[src/design/gpk_pkg.sv]
// Shared types and constants for the GUID property key parser.
// Used by gpk_char_class and guid_property_key_parser; no dependencies.
package gpk_pkg;

    // Character codes (UTF-16 code units)
    localparam logic [15:0] CHAR_NUL    = 16'h0000;
    localparam logic [15:0] CHAR_SPACE  = 16'h0020;
    localparam logic [15:0] CHAR_COMMA  = 16'h002C;
    localparam logic [15:0] CHAR_MINUS  = 16'h002D;
    localparam logic [15:0] CHAR_ZERO   = 16'h0030;
    localparam logic [15:0] CHAR_NINE   = 16'h0039;
    localparam logic [15:0] CHAR_UPPER_A = 16'h0041;
    localparam logic [15:0] CHAR_UPPER_F = 16'h0046;
    localparam logic [15:0] CHAR_LOWER_A = 16'h0061;
    localparam logic [15:0] CHAR_LOWER_F = 16'h0066;
    localparam logic [15:0] CHAR_LBRACE = 16'h007B;
    localparam logic [15:0] CHAR_RBRACE = 16'h007D;

    // GUID text layout
    localparam int POS_W = 6;
    localparam logic [POS_W-1:0] POS_FIRST     = 6'd0;
    localparam logic [POS_W-1:0] POS_DATA1_END = 6'd8;
    localparam logic [POS_W-1:0] POS_DASH1     = 6'd9;
    localparam logic [POS_W-1:0] POS_DASH2     = 6'd14;
    localparam logic [POS_W-1:0] POS_DASH3     = 6'd19;
    localparam logic [POS_W-1:0] POS_DASH4     = 6'd24;
    localparam logic [POS_W-1:0] GUID_LAST_POS = 6'd37;

    localparam logic [3:0] DECIMAL_BASE = 4'd10;

    // Parser phase, one-hot
    typedef enum logic [5:0] {
        PH_GUID   = 6'b000001,
        PH_SKIP   = 6'b000010,
        PH_MINUS1 = 6'b000100,
        PH_MINUS2 = 6'b001000,
        PH_DIGITS = 6'b010000,
        PH_DONE   = 6'b100000
    } phase_t;

    typedef enum logic [1:0] {
        V_UNDECIDED = 2'd0,
        V_OK        = 2'd1,
        V_INVALID   = 2'd2
    } verdict_t;

    // Classification of one character
    typedef struct packed {
        logic       is_nul;
        logic       is_space;
        logic       is_comma;
        logic       is_minus;
        logic       is_lbrace;
        logic       is_rbrace;
        logic       is_hex;
        logic       is_dec;
        logic [3:0] nibble;
    } char_class_t;

    // Tail byte committed at a GUID position: {hit, byte index}
    typedef struct packed {
        logic       hit;
        logic [2:0] idx;
    } tail_slot_t;

    function automatic tail_slot_t tail_slot(input logic [POS_W-1:0] pos);
        tail_slot_t s;
        s.hit = 1'b1;
        unique case (pos)
            6'd21:   s.idx = 3'd0;
            6'd24:   s.idx = 3'd1;
            6'd26:   s.idx = 3'd2;
            6'd28:   s.idx = 3'd3;
            6'd30:   s.idx = 3'd4;
            6'd32:   s.idx = 3'd5;
            6'd34:   s.idx = 3'd6;
            6'd37:   s.idx = 3'd7;
            default: begin
                s.hit = 1'b0;
                s.idx = 3'd0;
            end
        endcase
        return s;
    endfunction

endpackage

[src/design/guid_property_key_parser.sv]
// Top level of the GUID property key parser: input register, per-character
// parse step and result register. Depends on gpk_pkg and gpk_char_class.
//
// The block reads a property key "{XXXXXXXX-XXXX-XXXX-XXXX-XXXXXXXXXXXX}" plus
// a decimal id as a stream of 16-bit characters, one per word on the s_
// channel; a zero character ends the string and yields exactly one result
// word on the m_ channel, after which the parser is ready for the next string.
// It takes one character per clock cycle while no result waits on m_ready;
// the parse step between the input register and the result register sets
// that figure. Once a terminator passes the parse step, its result is offered
// on m_valid from the result register. While a result waits on m_ready the
// parse step holds; the input register fills and s_ready drops until it is taken.
module guid_property_key_parser (
    input  logic        aclk,
    input  logic        aresetn,
    input  logic        s_valid,
    output logic        s_ready,
    input  logic [15:0] s_char_code,
    output logic        m_valid,
    input  logic        m_ready,
    output logic        m_status,
    output logic [31:0] m_guid_data1,
    output logic [15:0] m_guid_data2,
    output logic [15:0] m_guid_data3,
    output logic [63:0] m_guid_tail_bytes,
    output logic [31:0] m_property_id
);

    // input register
    logic        in_valid_reg;
    logic [15:0] in_char_reg;

    // parser state
    gpk_pkg::phase_t            phase_reg, phase_next;
    gpk_pkg::verdict_t          verdict_reg, verdict_next;
    logic [gpk_pkg::POS_W-1:0]  pos_reg, pos_next;
    logic [31:0]                group_reg, group_next;
    logic [31:0]                data1_reg, data1_next;
    logic [15:0]                data2_reg, data2_next;
    logic [15:0]                data3_reg, data3_next;
    logic [63:0]                tail_reg, tail_next;
    logic [31:0]                id_reg, id_next;
    logic                       comma_reg, comma_next;
    logic                       minus_reg, minus_next;

    // result register
    logic        m_valid_reg;
    logic        m_status_reg;
    logic [31:0] m_data1_reg;
    logic [15:0] m_data2_reg;
    logic [15:0] m_data3_reg;
    logic [63:0] m_tail_reg;
    logic [31:0] m_id_reg;

    gpk_pkg::char_class_t cls;
    gpk_pkg::tail_slot_t  slot;
    logic        out_free;
    logic        advance;
    logic        guid_ok;
    logic        early_ok;
    logic        final_ok;
    logic [31:0] id_signed;
    logic [31:0] id_digit;
    logic [31:0] group_shift;

    gpk_char_class u_char_class (
        .char_code (in_char_reg),
        .cls       (cls)
    );

    // handshake: the stored word moves on whenever the result slot can take it
    assign out_free = !m_valid_reg || m_ready;
    assign advance  = in_valid_reg && out_free;
    assign s_ready  = !in_valid_reg || out_free;

    always_ff @(posedge aclk) begin
        if (!aresetn) begin
            in_valid_reg <= 1'b0;
        end else if (s_ready) begin
            in_valid_reg <= s_valid;
        end
    end

    always_ff @(posedge aclk) begin
        if (s_valid && s_ready) begin
            in_char_reg <= s_char_code;
        end
    end

    // per-character helpers
    always_comb begin
        slot        = gpk_pkg::tail_slot(pos_reg);
        group_shift = {group_reg[27:0], cls.nibble};
        id_signed   = minus_reg ? (32'd0 - id_reg) : id_reg;
        id_digit    = 32'(id_reg * 32'(gpk_pkg::DECIMAL_BASE)) + {28'd0, cls.nibble};

        if (pos_reg == gpk_pkg::POS_FIRST) begin
            guid_ok = cls.is_lbrace;
        end else if (pos_reg == gpk_pkg::POS_DASH1 || pos_reg == gpk_pkg::POS_DASH2 ||
                     pos_reg == gpk_pkg::POS_DASH3 || pos_reg == gpk_pkg::POS_DASH4) begin
            guid_ok = cls.is_minus;
        end else if (pos_reg == gpk_pkg::GUID_LAST_POS) begin
            guid_ok = cls.is_rbrace;
        end else begin
            guid_ok = cls.is_hex;
        end

        // terminator while reading sign or digits closes with ok
        early_ok = (phase_reg == gpk_pkg::PH_MINUS1) || (phase_reg == gpk_pkg::PH_MINUS2) ||
                   (phase_reg == gpk_pkg::PH_DIGITS);
        final_ok = early_ok ||
                   (phase_reg == gpk_pkg::PH_DONE && verdict_reg == gpk_pkg::V_OK);
    end

    // parse step
    always_comb begin
        phase_next   = phase_reg;
        verdict_next = verdict_reg;
        pos_next     = pos_reg;
        group_next   = group_reg;
        data1_next   = data1_reg;
        data2_next   = data2_reg;
        data3_next   = data3_reg;
        tail_next    = tail_reg;
        id_next      = id_reg;
        comma_next   = comma_reg;
        minus_next   = minus_reg;

        if (advance) begin
            if (cls.is_nul) begin
                // string done: back to the start
                phase_next   = gpk_pkg::PH_GUID;
                verdict_next = gpk_pkg::V_UNDECIDED;
                pos_next     = gpk_pkg::POS_FIRST;
                group_next   = 32'd0;
                data1_next   = 32'd0;
                data2_next   = 16'd0;
                data3_next   = 16'd0;
                tail_next    = 64'd0;
                id_next      = 32'd0;
                comma_next   = 1'b0;
                minus_next   = 1'b0;
            end else begin
                unique case (phase_reg)
                    gpk_pkg::PH_GUID: begin
                        if (!guid_ok) begin
                            verdict_next = gpk_pkg::V_INVALID;
                            phase_next   = gpk_pkg::PH_DONE;
                        end else begin
                            if (cls.is_hex && pos_reg != gpk_pkg::POS_FIRST &&
                                pos_reg != gpk_pkg::GUID_LAST_POS &&
                                pos_reg != gpk_pkg::POS_DASH1 &&
                                pos_reg != gpk_pkg::POS_DASH2 &&
                                pos_reg != gpk_pkg::POS_DASH3 &&
                                pos_reg != gpk_pkg::POS_DASH4) begin
                                group_next = group_shift;
                            end
                            // commit a group at the end of its span
                            if (pos_reg == gpk_pkg::POS_DATA1_END) begin
                                data1_next = group_next;
                            end
                            if (pos_reg == gpk_pkg::POS_DASH2) begin
                                data2_next = group_next[15:0];
                            end
                            if (pos_reg == gpk_pkg::POS_DASH3) begin
                                data3_next = group_next[15:0];
                            end
                            for (int k = 0; k < 8; k++) begin
                                if (slot.hit && slot.idx == 3'(k)) begin
                                    tail_next[63-8*k -: 8] = group_next[7:0];
                                end
                            end
                            if (pos_reg == gpk_pkg::GUID_LAST_POS) begin
                                phase_next = gpk_pkg::PH_SKIP;
                            end else begin
                                pos_next = pos_reg + 6'd1;
                            end
                        end
                    end
                    gpk_pkg::PH_SKIP, gpk_pkg::PH_MINUS1,
                    gpk_pkg::PH_MINUS2, gpk_pkg::PH_DIGITS: begin
                        if (phase_reg != gpk_pkg::PH_DIGITS && cls.is_space) begin
                            // spaces skipped
                        end else if (phase_reg == gpk_pkg::PH_SKIP && cls.is_comma) begin
                            if (comma_reg) begin
                                id_next      = 32'd0;
                                verdict_next = gpk_pkg::V_OK;
                                phase_next   = gpk_pkg::PH_DONE;
                            end else begin
                                comma_next = 1'b1;
                            end
                        end else if (phase_reg == gpk_pkg::PH_SKIP && cls.is_minus) begin
                            if (comma_reg) begin
                                minus_next = 1'b1;
                                phase_next = gpk_pkg::PH_DIGITS;
                            end else begin
                                phase_next = gpk_pkg::PH_MINUS1;
                            end
                        end else if (phase_reg == gpk_pkg::PH_MINUS1 && cls.is_minus) begin
                            minus_next = 1'b1;
                            phase_next = gpk_pkg::PH_MINUS2;
                        end else if (cls.is_dec) begin
                            phase_next = gpk_pkg::PH_DIGITS;
                            id_next    = id_digit;
                        end else begin
                            // non-digit closes the id
                            id_next      = id_signed;
                            verdict_next = gpk_pkg::V_OK;
                            phase_next   = gpk_pkg::PH_DONE;
                        end
                    end
                    gpk_pkg::PH_DONE: begin
                        // ignore until terminator
                    end
                    default: begin
                        phase_next = gpk_pkg::PH_GUID;
                    end
                endcase
            end
        end
    end

    always_ff @(posedge aclk) begin
        if (!aresetn) begin
            phase_reg   <= gpk_pkg::PH_GUID;
            verdict_reg <= gpk_pkg::V_UNDECIDED;
            pos_reg     <= gpk_pkg::POS_FIRST;
            group_reg   <= 32'd0;
            data1_reg   <= 32'd0;
            data2_reg   <= 16'd0;
            data3_reg   <= 16'd0;
            tail_reg    <= 64'd0;
            id_reg      <= 32'd0;
            comma_reg   <= 1'b0;
            minus_reg   <= 1'b0;
        end else begin
            phase_reg   <= phase_next;
            verdict_reg <= verdict_next;
            pos_reg     <= pos_next;
            group_reg   <= group_next;
            data1_reg   <= data1_next;
            data2_reg   <= data2_next;
            data3_reg   <= data3_next;
            tail_reg    <= tail_next;
            id_reg      <= id_next;
            comma_reg   <= comma_next;
            minus_reg   <= minus_next;
        end
    end

    // result register
    always_ff @(posedge aclk) begin
        if (!aresetn) begin
            m_valid_reg <= 1'b0;
        end else if (advance && cls.is_nul) begin
            m_valid_reg <= 1'b1;
        end else if (m_ready) begin
            m_valid_reg <= 1'b0;
        end
    end

    always_ff @(posedge aclk) begin
        if (advance && cls.is_nul) begin
            m_status_reg <= !final_ok;
            m_data1_reg  <= data1_reg;
            m_data2_reg  <= data2_reg;
            m_data3_reg  <= data3_reg;
            m_tail_reg   <= tail_reg;
            m_id_reg     <= !final_ok ? 32'd0 : (early_ok ? id_signed : id_reg);
        end
    end

    assign m_valid           = m_valid_reg;
    assign m_status          = m_status_reg;
    assign m_guid_data1      = m_data1_reg;
    assign m_guid_data2      = m_data2_reg;
    assign m_guid_data3      = m_data3_reg;
    assign m_guid_tail_bytes = m_tail_reg;
    assign m_property_id     = m_id_reg;

    // checks
    a_phase_onehot: assert property (@(posedge aclk) disable iff (!aresetn)
        $onehot(phase_reg))
        else $error("phase register not one-hot");

    a_pos_range: assert property (@(posedge aclk) disable iff (!aresetn)
        pos_reg <= gpk_pkg::GUID_LAST_POS)
        else $error("GUID position out of range");

    a_skip_pos: assert property (@(posedge aclk) disable iff (!aresetn)
        phase_reg == gpk_pkg::PH_SKIP |-> pos_reg == gpk_pkg::GUID_LAST_POS)
        else $error("left GUID before its last position");

    a_guid_clean: assert property (@(posedge aclk) disable iff (!aresetn)
        phase_reg == gpk_pkg::PH_GUID |-> !comma_reg && !minus_reg && id_reg == 32'd0)
        else $error("id state set while reading GUID");

    a_term_restart: assert property (@(posedge aclk) disable iff (!aresetn)
        advance && cls.is_nul |=> phase_reg == gpk_pkg::PH_GUID &&
                                  pos_reg == gpk_pkg::POS_FIRST && m_valid_reg)
        else $error("terminator did not restart parser and post a result");

    a_fail_zero_id: assert property (@(posedge aclk) disable iff (!aresetn)
        m_valid_reg && m_status_reg |-> m_id_reg == 32'd0)
        else $error("failed result carries a nonzero id");

endmodule

[src/design/gpk_char_class.sv]
// Character classifier: decodes one 16-bit code unit into the classes the
// parser needs (hex/decimal digit value, punctuation). Depends on gpk_pkg.
module gpk_char_class (
    input  logic [15:0]          char_code,
    output gpk_pkg::char_class_t cls
);

    logic is_upper;
    logic is_lower;
    logic [15:0] hex_off;

    always_comb begin
        cls.is_nul    = (char_code == gpk_pkg::CHAR_NUL);
        cls.is_space  = (char_code == gpk_pkg::CHAR_SPACE);
        cls.is_comma  = (char_code == gpk_pkg::CHAR_COMMA);
        cls.is_minus  = (char_code == gpk_pkg::CHAR_MINUS);
        cls.is_lbrace = (char_code == gpk_pkg::CHAR_LBRACE);
        cls.is_rbrace = (char_code == gpk_pkg::CHAR_RBRACE);
        cls.is_dec    = (char_code >= gpk_pkg::CHAR_ZERO) &&
                        (char_code <= gpk_pkg::CHAR_NINE);
        is_upper      = (char_code >= gpk_pkg::CHAR_UPPER_A) &&
                        (char_code <= gpk_pkg::CHAR_UPPER_F);
        is_lower      = (char_code >= gpk_pkg::CHAR_LOWER_A) &&
                        (char_code <= gpk_pkg::CHAR_LOWER_F);
        cls.is_hex    = cls.is_dec || is_upper || is_lower;

        // digit value: letters map to 10..15
        if (is_upper) begin
            hex_off = char_code - gpk_pkg::CHAR_UPPER_A + 16'd10;
        end else if (is_lower) begin
            hex_off = char_code - gpk_pkg::CHAR_LOWER_A + 16'd10;
        end else begin
            hex_off = char_code - gpk_pkg::CHAR_ZERO;
        end
        cls.nibble = hex_off[3:0];
    end

endmodule

[config.mk]
export PLATFORM = sky130hd
export DESIGN_NAME = guid_property_key_parser
export DESIGN_NICKNAME = d
export VERILOG_FILES = /design/src/design/gpk_pkg.sv /design/src/design/guid_property_key_parser.sv /design/src/design/gpk_char_class.sv
export SDC_FILE = /design/constraint.sdc
export NUM_CORES = 1
export LEC_CHECK = 0
export BUFFER_PORTS_ARGS = -buffer_cell sky130_fd_sc_hd__buf_2
export CAP_MARGIN = 25
export CORE_MARGIN = 1
export CORE_UTILIZATION = 25
export CTS_CLUSTER_DIAMETER = 150
export CTS_CLUSTER_SIZE = 16
export DETAILED_ROUTE_END_ITERATION = 7
export PLACE_DENSITY = 0.44
export SLEW_MARGIN = 20
export SYNTH_ARGS = -nofsm -noshare
export SYNTH_HDL_FRONTEND = slang
export SYNTH_SLANG_ARGS = --single-unit
[constraint.sdc]
create_clock -name aclk -period 15.6 [get_ports aclk]
set_input_delay 1.56 -clock aclk [delete_from_list [all_inputs] [get_ports aclk]]
set_output_delay 1.56 -clock aclk [all_outputs]
set_load 0.02 [all_outputs]
==> results of run 1 <==
==> cells in the mapped netlist, types with 11 or more instances <==
master     count  area, sq um
o211ai_1      12         90.1
o21ai_1       61          305
o31ai_1       33          248
o2bb2ai_1     17          149
nand4_1       17          106
xnor2_1       29          254
or3_1         11         68.8
dfxtp_1      210         4200
a31oi_1       19          119
nand2b_1      13         81.3
inv_1         22         82.6
a211oi_1      13         97.6
clkbuf_1      81          304
nor3_1        43          215
nand3_1       64          320
nor2_1       139          522
nand2_1      165          619
buf_2         22          110
edfxtp_1     177         5320
o21ai_0      151          756
a21o_1        14          105
and2_1        13         81.3
a22oi_1       32          240
xor2_1        21          184
ha_1          68          851
mux2i_1       21          210
a21oi_1      163          816
or4_1         11         82.6
==> power by group <==
group          internal (W)  switching [W]  total (W)
Clock              0.000357       0.000362   0.000719
Combinational    0.00000902      0.0000239  0.0000329
Sequential          0.00106     0.00000467    0.00106
==> final cells by class <==
| cell class | count | area, sq um | share of cell area [%] |
|---|---|---|---|
| timing repair buffer | 204 | 1080 | 5.15 |
| clock inverter | 1 | 11.3 | 0.0536 |
| tap | 950 | 1190 | 5.66 |
| multi-input combinational | 1326 | 8300 | 39.5 |
| sequential | 387 | 9520 | 45.3 |
| inverter | 23 | 86.3 | 0.411 |
| clock buffer | 49 | 822 | 3.91 |
==> stage by stage <==
stage / hold slack [ns] / power [W] / area (sq um)
2_1_floorplan: 0.403 / 0.00110 / 18300
3_3_place_gp: 0.411 / 0.00112 / 20100
3_5_place_dp: 0.410 / 0.00112 / 20200
4_1_cts: 0.429 / 0.00184 / 21000
5_1_grt: 0.440 / 0.00188 / 21000
6_report: 0.429 / 0.00181 / 21000
==> kinds of logic (layout without fill, tap and decap cells) <==
kind of cell    Yosys count  in the layout  synth area share, %
flops                   387            387                 52.1
xor+xnor                 50             50                 2.39
buf+inv                 132            277                 2.90
compound gates          613            613                 20.8
fa+ha+maj                70             70                 4.87
simple gates            567            567                 15.5
mux                      26             26                 1.46
==> critical path: stages, from the launching register on <==
cell      delay [ns]
edfxtp_1        0.43
inv_1           0.13
ha_1            0.26
or3b_1          0.39
nand3b_1        0.12
a31oi_1         0.11
o21ai_2         0.38
nor2_1          0.10
xor2_1          0.42
fa_1            0.30
a21oi_1         0.10
nor4b_1         0.56
nand3_1         0.26
or2_1           0.32
nor4_4          0.45
and2_1          0.29
a311o_1         0.20
o221ai_1        0.12
==> how the worst min path moves through the flow <==
stage | end | depth (start not counted)
2_1_floorplan | m_guid_data1[10] | 0
3_3_place_gp | m_guid_data3[8] | 0
3_5_place_dp | m_guid_data3[8] | 0
4_1_cts | m_guid_data3[8] | 0
5_1_grt | m_guid_tail_bytes[10] | 0
6_report | m_guid_data3[8] | 0
==> routing by layer <==
metal	share of wire (%)	track usage, %	vias up
met5	0	0	-
met4	2.2	3.68	0
met3	4.1	1.64	71
met2	49	25.5	347
met1	44	19.0	7102
li1	-	-	7191
==> flow_metrics.tcl, run 1 <==
set metrics [dict create \
    status "complete, no violations" \
    clock.fmax_mhz 196 \
    maxSlewViolCount 0 \
    critPathKind "flip-flop to flip-flop" \
    arrival_ns 5.53 \
    powerDensity_mw_per_mm2 86.2 \
    r2r_cells 17 \
    post_cts_buffers 0 \
    drt-total-wl_mm 56.2 \
    p_leak_nw 7.61 \
    synth_edf_count 177 \
    post-route-util_pct 29.2 \
    grt_pass1_vias 14000 \
    grt_max_degree 107 \
    seq_area_frac_synth_pct 52.1 \
    dieWidth_um 272 \
    post_drt_wl_per_cell_um 19.1 \
    drtIter0Drc 1073 \
    fin_ws_ns 10.50 \
    grt_usage_pct 14.6 \
    timing.final.crit_share_pct 32.7 \
    cts.repair.resized 0 \
    r2r_slack_ns 10.50 \
    rows 98 \
    dr_total_vias 14700 \
    ctsLongestPathBuffers 3 \
    hold_class "flip-flop to flip-flop" \
    synth-async-reset-ratio_pct 0 \
    ys_ff_latch 387 \
    placed_cells 2888 \
    diodes 0 \
    place.gp.congestion 0.859 \
    nets 2060 \
    first_pass_iters 5 \
    io_buffers 182 \
    yosys_most_used_dff "dfxtp_1" \
    cp.required_ns 16.03 \
    core_sq_mm 0.0720 \
    final-setup-viol-count 0 \
    ys_warn_count 0 \
    io_pins 183 \
    antenna_found_initial 0 \
    vias_per_cell 5.00 \
    fin_cells 2940 \
    ctsHoldBuffers 0 \
    crit_path_end "id_reg[31]" \
    netlist_instances 1845 \
    worst-slew-pin-transition_ns 0.990 \
    layout_common_cells "dfxtp_1 (210), buf_2 (181), edfxtp_1 (177)" \
    cts_max_level 1 \
    cts_sinks 387 \
    tritoncts "yes" \
    cap_violations 0 \
    worst-path-max-fanout 10 \
    initial_utilization_pct 25.4 \
    die_h_um 272 \
    fin_crit_ns 5.10 \
    crit_start "in_char_reg[1]" \
    fin_skew_ns 0.0181 \
    grt_pass1_wl_mm 85.0 \
    area_growth_pct 14.9 \
    yosysUniqueCellTypes 92 \
    cts_buffers 28 \
    ir_drop_mv 0.0731 \
    syn-mean-instance-area_sq_um 9.91 \
    drc 0 \
    place_ws_ns 10.45 \
    ant_nets 0 \
    dp_hpwl_mm 40.6 \
    drive_above_1_share_pct 14.1 \
    syn_nets 1935 \
    rsz0062_at_grt "false" \
    slew_headroom_pct 34.0 \
    nFillCells 7553 \
    gr-total-overflow 0 \
    hold_violations 0 \
    cp-start-kind "flip-flop" \
    clock-root-buffer "clkbuf_16" \
    die_area_sq_mm 0.0742 \
    tns_ns 0 \
    syn-cell-area_sq_mm 0.0183 \
    insertion_delay_ns 0.59 \
    clk_pin_slew_ns 0.08 \
    timing.rr.end "id_reg[31]" \
    reg2reg_from "in_char_reg[1]" \
    endpoint_kind "flip-flop" \
    final_common_cell "dfxtp_1" \
    hold_start "data3_reg[8]" \
]
(Power assumes the default switching activity.)
==> run 2, diff against run 1 <==
PLACE_DENSITY = 0.46   (was 0.44)
clock period = 4.5 ns   (was 15.6 ns; I/O delays follow)
==> run 2 against run 1 <==
Effect of this change: final cell count up 1.2%; register-to-register slack worse by 10 ns; clock-buffer cell count up 2; global-route usage up 0.32 points; worst setup slack worse by 10 ns; via count up 1.9%; flip-flop and latch count unchanged; total power rose to 3.5 times the previous value; die area unchanged; utilization up 0.39 points; sequential share of layout area down 0.60 points; critical path type unchanged; critical endpoint unchanged; largest cell class unchanged; highest routed layer unchanged.
==> flow_metrics.tcl, run 2 (synthesis results as in run 1) <==
set metrics [dict create \
    cp.required_ns 5.01 \
    drive_above_1_share_pct 15.7 \
    worst-path-max-fanout 10 \
    clock.fmax_mhz 235 \
    drt-total-wl_mm 57.5 \
    hold_violations 0 \
    ctsLongestPathBuffers 3 \
    critPathKind "flip-flop to flip-flop" \
    clock-root-buffer "clkbuf_16" \
    grt_usage_pct 14.9 \
    first_pass_iters 5 \
    dieWidth_um 272 \
    antenna_found_initial 1 \
    cts_max_level 1 \
    ir_drop_mv 0.210 \
    tns_ns 0 \
    fin_ws_ns 0.248 \
    initial_utilization_pct 25.4 \
    maxSlewViolCount 0 \
    drc 0 \
    io_pins 183 \
    drtIter0Drc 1051 \
    layout_common_cells "dfxtp_1 (210), buf_2 (181), edfxtp_1 (177)" \
    p_leak_nw 7.85 \
    powerDensity_mw_per_mm2 296 \
    tritoncts "yes" \
    insertion_delay_ns 0.60 \
    cpLargestDelayFamily "simple AND/OR/NAND/NOR gates" \
    gr-total-overflow 0 \
    fin_cells 2976 \
    crit_chain "inv_2, ha_1, or3b_1, nand4bb_1, a311oi_1, o21ai_2, buf_4, mux2_2, ha_1, fa_1, a21oi_2, nor4b_2, nand3_1, or2_4, nor4_4, buf_4, and2_1, a311o_1, o221ai_1" \
    vias_per_cell 5.04 \
    hold_class "input port to flip-flop" \
    place.gp.congestion 0.891 \
    fin_skew_ns 0.0337 \
    final-setup-viol-count 0 \
    arrival_ns 4.76 \
    io_buffers 182 \
    dp_hpwl_mm 40.8 \
    grt_max_degree 108 \
    fin_crit_ns 4.25 \
    ant_nets 0 \
    area_growth_pct 16.4 \
    crit_buf_inv 3 \
    placed_area_sq_mm 0.0204 \
    cts_buffers 28 \
    slew_headroom_pct 29.4 \
    placed_cells 2919 \
    place_ws_ns 0.0822 \
    clk_pin_slew_ns 0.08 \
    final_common_cell "dfxtp_1" \
    cpPeakStageDelay_ns 0.45 \
    grt_pass1_wl_mm 86.4 \
    core_sq_mm 0.0720 \
    nFillCells 7566 \
    r2r_slack_ns 0.25 \
    post_drt_wl_per_cell_um 19.3 \
    cap_violations 0 \
    endpoint_kind "flip-flop" \
    fin_area_sq_mm 0.0213 \
    timing.hold.ws_ns 0.0382 \
    rows 98 \
    cp-start-kind "flip-flop" \
    cts_sinks 387 \
    die_area_sq_mm 0.0742 \
    nets 2094 \
    status "complete, no violations" \
    timing.final.crit_share_pct 94.5 \
    die_h_um 272 \
    diodes 0 \
    dr_total_vias 15000 \
    worst-slew-pin-transition_ns 1.06 \
    grt_pass1_vias 14200 \
    slowest_stage "edfxtp_1" \
]
[run 2: path summary, 6_finish.rpt]
check,start,to,cells after the start
hold reg to reg,data3_reg[8],m_guid_data3[8],0
setup / recovery,in_char_reg[0],id_reg[31],19
hold / removal,s_char_code[6],in_char_reg[6],1
setup reg to reg,in_char_reg[0],id_reg[31],19
[run 2: metrics by stage]
stage | util (%) | power (W)
CTS | 29.5 | 0.00641
finish | 29.6 | 0.00631
global route | 29.6 | 0.00655
detailed placement | 28.3 | 0.00388
floorplan | - | 0.00382
global placement | 28.3 | 0.00388
[run 2: layout make-up]
class	count	area [sq um]	share of cell area (%)
clock inverters	1	16.3	0.0764
well taps	950	1190	5.58
clock buffers	51	818	3.84
multi-input cells	1326	8320	39.1
inverters	23	86.3	0.405
repair buffers	238	1350	6.33
flip-flops and latches	387	9520	44.7
[run 2: power breakdown]
part | internal, W | switching [W]
registers | 0.00366 | 0.0000123
logic | 0.0000379 | 0.0000892
clock network | 0.00123 | 0.00129
[run 2: timing repair]
item / 4_1_cts / 5_1_grt
hold buffers: 1 / 0
resized for setup: 0 / 8
setup buffers: 0 / 1
setup endpoints to repair: 0 / 17
endpoints found under the hold margin: 1 / 0
[run 2: layer usage]
layer | track usage [%] | vias up | share of wire, %
met3 | 1.86 | 78 | 4.6
met5 | 0 | - | 0
li1 | - | 7228 | -
met2 | 25.7 | 402 | 49
met4 | 4.17 | 0 | 2.5
met1 | 19.4 | 7285 | 44
